$ cat src/hw/rtl/scaled_row_scatter_accumulate_assert.svh
// ----------------------------------------------------------------------------
// scaled_row_scatter_accumulate assertion macros
// clocked on clk, disabled while rst_n is low
// ----------------------------------------------------------------------------
`ifndef SCALED_ROW_SCATTER_ACCUMULATE_ASSERT_SVH
`define SCALED_ROW_SCATTER_ACCUMULATE_ASSERT_SVH

// same-cycle implication
`define SRSA_ASSERT_IMP(label, ante, cons, msg) \
  label: assert property (@(posedge clk) disable iff (!rst_n) (ante) |-> (cons)) \
    else $error(msg);

// next-cycle implication
`define SRSA_ASSERT_NXT(label, ante, cons, msg) \
  label: assert property (@(posedge clk) disable iff (!rst_n) (ante) |=> (cons)) \
    else $error(msg);

`endif

$ cat src/hw/rtl/srsa_pkg.sv
// ----------------------------------------------------------------------------
// srsa_pkg
// shared types and constants of the scaled row scatter-accumulate block
// ----------------------------------------------------------------------------
`timescale 1ns / 1ps

package srsa_pkg;

  // target matrix geometry
  localparam int ROWS    = 256;
  localparam int COLS    = 16;
  localparam int ENTRIES = ROWS * COLS;
  localparam int ROW_W   = (ROWS > 1) ? $clog2(ROWS) : 1;
  localparam int COL_IW  = (COLS > 1) ? $clog2(COLS) : 1;
  localparam int ENT_W   = (ENTRIES > 1) ? $clog2(ENTRIES) : 1;
  localparam int BND_W   = 17;

  // field widths
  localparam int DATA_W  = 32;
  localparam int FUNC_W  = 2;
  localparam int ROWF_W  = 16;
  localparam int COLF_W  = 4;
  localparam int TROWS_W = 9;

  // configuration port
  localparam int CFG_AW  = 4;
  localparam int CFG_DW  = 32;
  localparam logic [1:0] REG_ALPHA = 2'd0;
  localparam logic [1:0] REG_BETA  = 2'd1;
  localparam logic [1:0] REG_TROWS = 2'd2;

  localparam logic [DATA_W-1:0]  ALPHA_RST = 32'h0001_0000;
  localparam logic [DATA_W-1:0]  BETA_RST  = 32'h0000_0000;
  localparam logic [TROWS_W-1:0] TROWS_RST = 9'd256;

  // item operation codes
  typedef enum logic [FUNC_W-1:0] {
    FUNC_BEGIN   = 2'd0,
    FUNC_WRITE   = 2'd1,
    FUNC_SCATTER = 2'd2,
    FUNC_READ    = 2'd3
  } func_t;

  // configuration register set
  typedef struct packed {
    logic signed [DATA_W-1:0] alpha;
    logic signed [DATA_W-1:0] beta;
    logic [TROWS_W-1:0]       target_rows;
  } cfg_t;

endpackage

$ cat src/hw/rtl/srsa_cfg.sv
// ----------------------------------------------------------------------------
// srsa_cfg
// APB-style register file for alpha, beta and target_rows
// ----------------------------------------------------------------------------
`timescale 1ns / 1ps

module srsa_cfg (
  input  logic                         clk,
  input  logic                         rst_n,
  input  logic                         psel,
  input  logic                         penable,
  input  logic                         pwrite,
  input  logic [srsa_pkg::CFG_AW-1:0]  paddr,
  input  logic [srsa_pkg::CFG_DW-1:0]  pwdata,
  output logic [srsa_pkg::CFG_DW-1:0]  prdata,
  output logic                         pready,
  output srsa_pkg::cfg_t               cfg
);
  import srsa_pkg::*;

  cfg_t       cfg_r;
  logic       wr_en;
  logic [1:0] reg_idx;

  assign pready  = 1'b1;
  assign wr_en   = psel && penable && pwrite;
  assign reg_idx = paddr[CFG_AW-1:2];

  // register writes
  always_ff @(posedge clk) begin
    if (!rst_n) begin
      cfg_r.alpha       <= ALPHA_RST;
      cfg_r.beta        <= BETA_RST;
      cfg_r.target_rows <= TROWS_RST;
    end else if (wr_en) begin
      unique case (reg_idx)
        REG_ALPHA: cfg_r.alpha       <= pwdata;
        REG_BETA:  cfg_r.beta        <= pwdata;
        REG_TROWS: cfg_r.target_rows <= pwdata[TROWS_W-1:0];
        default: ;
      endcase
    end
  end

  // read mux
  always_comb begin
    unique case (reg_idx)
      REG_ALPHA: prdata = cfg_r.alpha;
      REG_BETA:  prdata = cfg_r.beta;
      REG_TROWS: prdata = CFG_DW'(cfg_r.target_rows);
      default:   prdata = '0;
    endcase
  end

  assign cfg = cfg_r;

endmodule

$ cat config.mk
export PLATFORM = sky130hd
export DESIGN_NAME = srsa_cfg
export DESIGN_NICKNAME = d
export VERILOG_FILES = /design/src/hw/rtl/scaled_row_scatter_accumulate_assert.svh /design/src/hw/rtl/srsa_pkg.sv /design/src/hw/rtl/srsa_cfg.sv
export SDC_FILE = /design/constraint.sdc
export NUM_CORES = 1
export LEC_CHECK = 0
export ABC_AREA = 1
export BUFFER_PORTS_ARGS = -buffer_cell sky130_fd_sc_hd__buf_2
export CELL_PAD_IN_SITES_DETAIL_PLACEMENT = 1
export CELL_PAD_IN_SITES_GLOBAL_PLACEMENT = 2
export CORE_MARGIN = 4
export CORE_UTILIZATION = 24
export DETAILED_ROUTE_END_ITERATION = 10
export GPL_TIMING_DRIVEN = 0
export PLACE_DENSITY = 0.88
export SLEW_MARGIN = 20
export SYNTH_ARGS = -nofsm -noshare
export SYNTH_HDL_FRONTEND = slang
export SYNTH_SLANG_ARGS = --single-unit
$ cat constraint.sdc
create_clock -name clk -period 1.35 [get_ports clk]
set_clock_uncertainty 0.05 [all_clocks]
set_input_delay 0.27 -clock clk [delete_from_list [all_inputs] [get_ports clk]]
set_output_delay 0.27 -clock clk [all_outputs]
set_load 0.02 [all_outputs]
Word-level counts from Yosys, hierarchy flattened --
Index checks and enable logic that the tools add are counted.
Word-level totals: register bits 73, input bits 41, output and inout port bits 106, logic and storage cells 12
Cells by class: eq/ne operators 2, mux-type cells 1, reductions and logical operators 6
Operator list (number):
- $pmux W32 S3 | 1
- $reduce_and A2 Y1 | 3
- $eq A2 B1 Y1 const B | 1
- $eq A2 B2 Y1 const B | 1
- $logic_and A1 B1 Y1 | 2
- $logic_not A2 Y1 | 1

Logic depth before layout (Yosys ltp) --
word-level depth 3, mapped depth 6, depth with buffers taken out 5

Least setup slack after synthesis --
No wires, ideal clock.
kind in2out, from in paddr[3] (netlist bit), to out prdata[29] (netlist bit), data arrival time 0.947 ns, setup slack 0.083 ns, stages on the path 3, buffers on the path 1, cells stage by stage nor2_2 -> buf_2 -> a22o_1
Between the ends: word-level cells in the longest chain between the ends 2, elaborated cells between the ends (all ways) 4
Ends and longest elaborated chain:
- start, declared | RTL line srsa_cfg.sv:13 | input logic [srsa_pkg::CFG_AW-1:0] paddr,
- $eq A2 B2 Y1, or another cell as far along | RTL line srsa_cfg.sv:47 | unique case (reg_idx)
- $pmux W32 S3 * | RTL line srsa_cfg.sv:47
- end, declared | RTL line srsa_cfg.sv:15 | output logic [srsa_pkg::CFG_DW-1:0] prdata,
Mark *: on every way between the ends. The rest lies on a longest branch, timed or not.

Final worst setup path --
from in paddr[3] (netlist bit), to out prdata[22] (netlist bit)
The elaborated chain is that of the path after synthesis.

==> impl_results.html <==
<table>
<tr><th>Metric</th><th>Value</th></tr>
<tr><th colspan="2">Placement</th></tr>
<tr><td>Total instance count after detailed placement</td><td>around 830</td></tr>
<tr><td>Count of port buffers added during placement</td><td>around 140</td></tr>
<tr><td>Placed inst area</td><td>around 4300 um2</td></tr>
<tr><td>Routability cong.</td><td>0.743</td></tr>
<tr><td>Total half-perimeter wirelength after legalization and detailed placement</td><td>10.3 mm</td></tr>
<tr><th colspan="2">STA</th></tr>
<tr><td>Max-slew headroom at the worst pin</td><td>between 60% and 70%</td></tr>
<tr><td>Hold Fails Final Rpt</td><td>0</td></tr>
<tr><td>RSZ-0062 raised after global routing</td><td>yes</td></tr>
<tr><td>Final-report max-slew violation count</td><td>0</td></tr>
<tr><td>Worst-case setup margin in the final layout</td><td>-117 ps</td></tr>
<tr><td>Worst hold margin</td><td>about 120 ps</td></tr>
<tr><td>Final-report setup violation count</td><td>32</td></tr>
<tr><td>Final period utilization</td><td>109%</td></tr>
<tr><td>Achievable clock frequency</td><td>0.682 GHz</td></tr>
<tr><td>Minimum clock period</td><td>around 1500 ps</td></tr>
<tr><td>Transition time at the pin with the least slew margin</td><td>approximately 560 ps</td></tr>
<tr><th colspan="2">Cells and area</th></tr>
<tr><td>Layout filler cell count</td><td>approximately 1.8k</td></tr>
<tr><td>Ratio of cells with drive above 1 in the final layout</td><td>34.0%</td></tr>
<tr><td>Layout overhead on the synthesized area</td><td>55.2%</td></tr>
<tr><td>Number of flip-flops under the largest register name</td><td>73</td></tr>
<tr><td>Number of antenna diodes</td><td>0</td></tr>
<tr><td>Final design area excluding fillers</td><td>5290 um2</td></tr>
<tr><td>Core Util, Final</td><td>38.1%</td></tr>
<tr><td>Non-Filler Instances</td><td>860</td></tr>
<tr><td>Fin nets</td><td>just over 700</td></tr>
<tr><th colspan="2">Drt</th></tr>
<tr><td>DR vias</td><td>3958</td></tr>
<tr><td>Iteration count of the initial detailed-routing pass</td><td>4</td></tr>
<tr><td>Antenna-violating nets left</td><td>0</td></tr>
<tr><td>Average routed wire per standard cell</td><td>about 17 um</td></tr>
<tr><td>Remaining routing DRC violations</td><td>0</td></tr>
<tr><td>Number of violations reported at the end of detailed-routing iteration 0</td><td>129</td></tr>
<tr><td>Total wire length</td><td>roughly 15 mm</td></tr>
<tr><td>Avg Vias per Cell</td><td>between 4 and 5</td></tr>
<tr><th colspan="2">Worst setup path</th></tr>
<tr><td>Startpoint of the worst register-to-register path</td><td>cfg[57]</td></tr>
<tr><td>Critical path data required time</td><td>1030 ps</td></tr>
<tr><td>Reg-to-reg critical path endpoint</td><td>cfg[57]</td></tr>
<tr><td>Worst endpoint data arrival time</td><td>1150 ps</td></tr>
<tr><td>Worst Path Max Fanout</td><td>5</td></tr>
<tr><td>Worst reg2reg path depth</td><td>2</td></tr>
<tr><td>Register-to-register path setup slack</td><td>approximately 640 ps</td></tr>
<tr><td>Crit start category</td><td>input pin</td></tr>
<tr><td>Capturing element type of the critical path</td><td>output port</td></tr>
<tr><td>Crit Path Class</td><td>input pin to output port</td></tr>
<tr><th colspan="2">Power and ir drop</th></tr>
<tr><td>P_leak</td><td>around 2.7 nW</td></tr>
<tr><td>Sequential fraction of design power</td><td>43.0%</td></tr>
<tr><td>Cell internal pwr</td><td>between 0.003 and 0.004 W</td></tr>
<tr><td>Peak supply drop</td><td>0.433 mV</td></tr>
<tr><td>Switch Pwr</td><td>0.00142 W</td></tr>
<tr><td>Clock power share</td><td>between 40% and 50%</td></tr>
<tr><td>Total power after layout</td><td>0.00522 W</td></tr>
<tr><td>Portion of total power attributed to combinational logic</td><td>around 16%</td></tr>
<tr><td>Power density normalized to cell area</td><td>987 nW/um2</td></tr>
<tr><td>Switching power share of the total</td><td>27.1%</td></tr>
<tr><th colspan="2">Logic synthesis</th></tr>
<tr><td>Number of nets produced by synthesis</td><td>546</td></tr>
<tr><td>Syn avg cell area</td><td>a little under 7 um2</td></tr>
<tr><td>Cell area after synthesis</td><td>about 3400 um2</td></tr>
<tr><td>Number of flops mapped to enable cells by yosys</td><td>0</td></tr>
<tr><td>Synth cell types</td><td>16</td></tr>
<tr><td>Most used DFF post-synth</td><td>dfxtp_1</td></tr>
<tr><td>Library cell with the highest instance count after synthesis</td><td>nor2_1</td></tr>
<tr><td>Proportion of register bits with asynchronous set or reset after synthesis</td><td>0%</td></tr>
<tr><td>Yosys top cell area share</td><td>between 40% and 50%</td></tr>
<tr><td>Top cells by area, synth</td><td>dfxtp_1, nor2_1, nand3_1</td></tr>
<tr><td>Commonest cells in the synthesized netlist</td><td>nor2_1, nand2_1, nand3_1, dfxtp_1, inv_1</td></tr>
<tr><td>Warning count from the yosys run</td><td>0</td></tr>
<tr><td>Top cell type by total area after synthesis</td><td>dfxtp_1</td></tr>
<tr><td>Sequential area share after synthesis</td><td>42.9%</td></tr>
<tr><td>Post-synthesis cell count</td><td>around 500</td></tr>
<tr><td>FF+latch count, synth</td><td>73</td></tr>
<tr><th colspan="2">Clock network</th></tr>
<tr><td>Largest buffer count on any clock path</td><td>2</td></tr>
<tr><td>Root cell of the clock tree</td><td>clkbuf_16</td></tr>
<tr><td>Inserted Clock Buffers</td><td>9</td></tr>
<tr><td>Clock latency on the worst-skew pair</td><td>between 300 and 400 ps</td></tr>
<tr><td>CTS sink cnt</td><td>73</td></tr>
<tr><td>Clock tree from TritonCTS</td><td>built</td></tr>
<tr><td>H-tree Lvls</td><td>3</td></tr>
<tr><td>Clock-pin slew on the worst setup and hold paths</td><td>60 ps</td></tr>
<tr><th colspan="2">Global routing</th></tr>
<tr><td>GR Util met3</td><td>4.52%</td></tr>
<tr><td>Most Used Layer, Global Route</td><td>met2</td></tr>
<tr><td>Global-route track usage on met1</td><td>a little over a fifth</td></tr>
<tr><td>Via count of the first global-routing pass</td><td>~4.2k</td></tr>
<tr><td>Antenna violations before repair</td><td>0</td></tr>
<tr><td>Global-route wire length before repair</td><td>approximately 23 mm</td></tr>
<tr><td>Pin count of the biggest net entering global routing</td><td>11</td></tr>
<tr><td>Grt total ovfl</td><td>0</td></tr>
<tr><td>Met2 Resource Use GR</td><td>about a third</td></tr>
<tr><td>Global-route usage over all layers</td><td>18.1%</td></tr>
<tr><th colspan="2">Hold path</th></tr>
<tr><td>End point of the worst hold path</td><td>cfg[57]</td></tr>
<tr><td>Hold Path Cell Cnt</td><td>3</td></tr>
<tr><td>Worst Min Path Start</td><td>pwdata[16]</td></tr>
<tr><td>Worst min-delay path class</td><td>input pin to register</td></tr>
<tr><th colspan="2">Die</th></tr>
<tr><td>Core Rows</td><td>43</td></tr>
<tr><td>Number of top-level pins</td><td>~150</td></tr>
<tr><td>Effective utilization at floorplan</td><td>24.6%</td></tr>
<tr><td>Standard cell core area</td><td>roughly 14000 um2</td></tr>
<tr><td>Die area</td><td>approximately 16000 um2</td></tr>
<tr><td>DIE HEIGHT</td><td>~130 um</td></tr>
<tr><td>Die outline width</td><td>around 130 um</td></tr>
<tr><th colspan="2">Flow run</th></tr>
<tr><td>Max-cap viol count</td><td>0</td></tr>
<tr><th colspan="2">Run status</th></tr>
<tr><td>Outcome</td><td>finished with violations</td></tr>
<tr><td>Failing checks</td><td>setup timing</td></tr>
</table>
metrics by stage:
step	TNS, ps	setup slack [ps]
finish	-2600	-117
global route	-3700	-151
CTS	-2080	-104
floorplan	0	82.9
detailed placement	-25390	-474
global placement	-21430	-471
power groups by stage:
| stage | Sequential, W | Clock [W] | Combinational (W) |
|---|---|---|---|
| after global routing | 0.00225 | 0.00231 | 0.000886 |
| after detailed placement | 0.00229 | 0 | 0.000642 |
| after global placement | 0.00229 | 0 | 0.000630 |
| final | 0.00224 | 0.00216 | 0.000817 |
| after CTS | 0.00224 | 0.00220 | 0.000776 |
| after floorplan | 0.00234 | 0 | 0.000324 |
cells by family (layout without fill, tap and decap cells):
kind of cell | Yosys count | in the layout | synth area share (%)
buffers and inverters | 70 | 245 | 9.83
AO/OA/AOI/OAI | 25 | 25 | 6.20
AND/OR/NAND/NOR | 336 | 336 | 41.0
flip-flops | 73 | 73 | 42.9
other | 1 | 1 | 0.110
cell type report:
class                           instances  area [um2]  share of cell area [%]
Clock inverter                          1        5.00                  0.0946
Timing Repair Buffer                  162        1210                    22.8
Clock buffer                           12         246                    4.66
Inverter                               35         141                    2.67
Buffer                                 35         302                    5.70
Multi-Input combinational cell        362        1700                    32.2
Tap cell                              180         225                    4.26
Sequential cell                        73        1460                    27.6
routing by layer:
metal	vias up	share of wire (%)
met5	-	0
li1	1939	-
met2	109	51
met1	1894	42
met4	0	1.7
met3	16	5.4
worst max-delay path by stage:
stage / from / end
finish: paddr[3] / prdata[22]
global route: paddr[3] / prdata[12]
CTS: paddr[2] / prdata[29]
detailed placement: paddr[3] / prdata[8]
global placement: paddr[3] / prdata[2]
floorplan: paddr[3] / prdata[29]
placed cells by master, fill, tap and decap left out:
cell and instances:
clkbuf_1 2, buf_2 119, nor2_4 5, clkbuf_16 11, nand3_2 9, clkbuf_8 1, nor2_1 142, buf_1 7
buf_8 4, a22o_4 1, a22o_1 22, conb_1 1, buf_6 40, bufbuf_16 1, buf_16 2, nand2_2 11
buf_12 6, dfxtp_1 73, inv_1 33, buf_4 15, inv_4 1, inv_8 1, nor2_2 2, nand2_1 93
o21ai_0 2, clkbuf_2 1, clkinv_2 1, nand3_1 74
critical path: stages:
cell	delay (ps)
buf_12	110
nor2_4	160
buf_6	170
clkbuf_16	160
a22o_1	150
buf_6	120
repair_timing:
item	in CTS	in global routing
hold buffers	0	0
pin swaps	9	7
buffers inserted	11	4
cloned	3	2
resized for setup	99	35
setup endpoints to repair	32	42
Power figures use the tool's default switching activity.
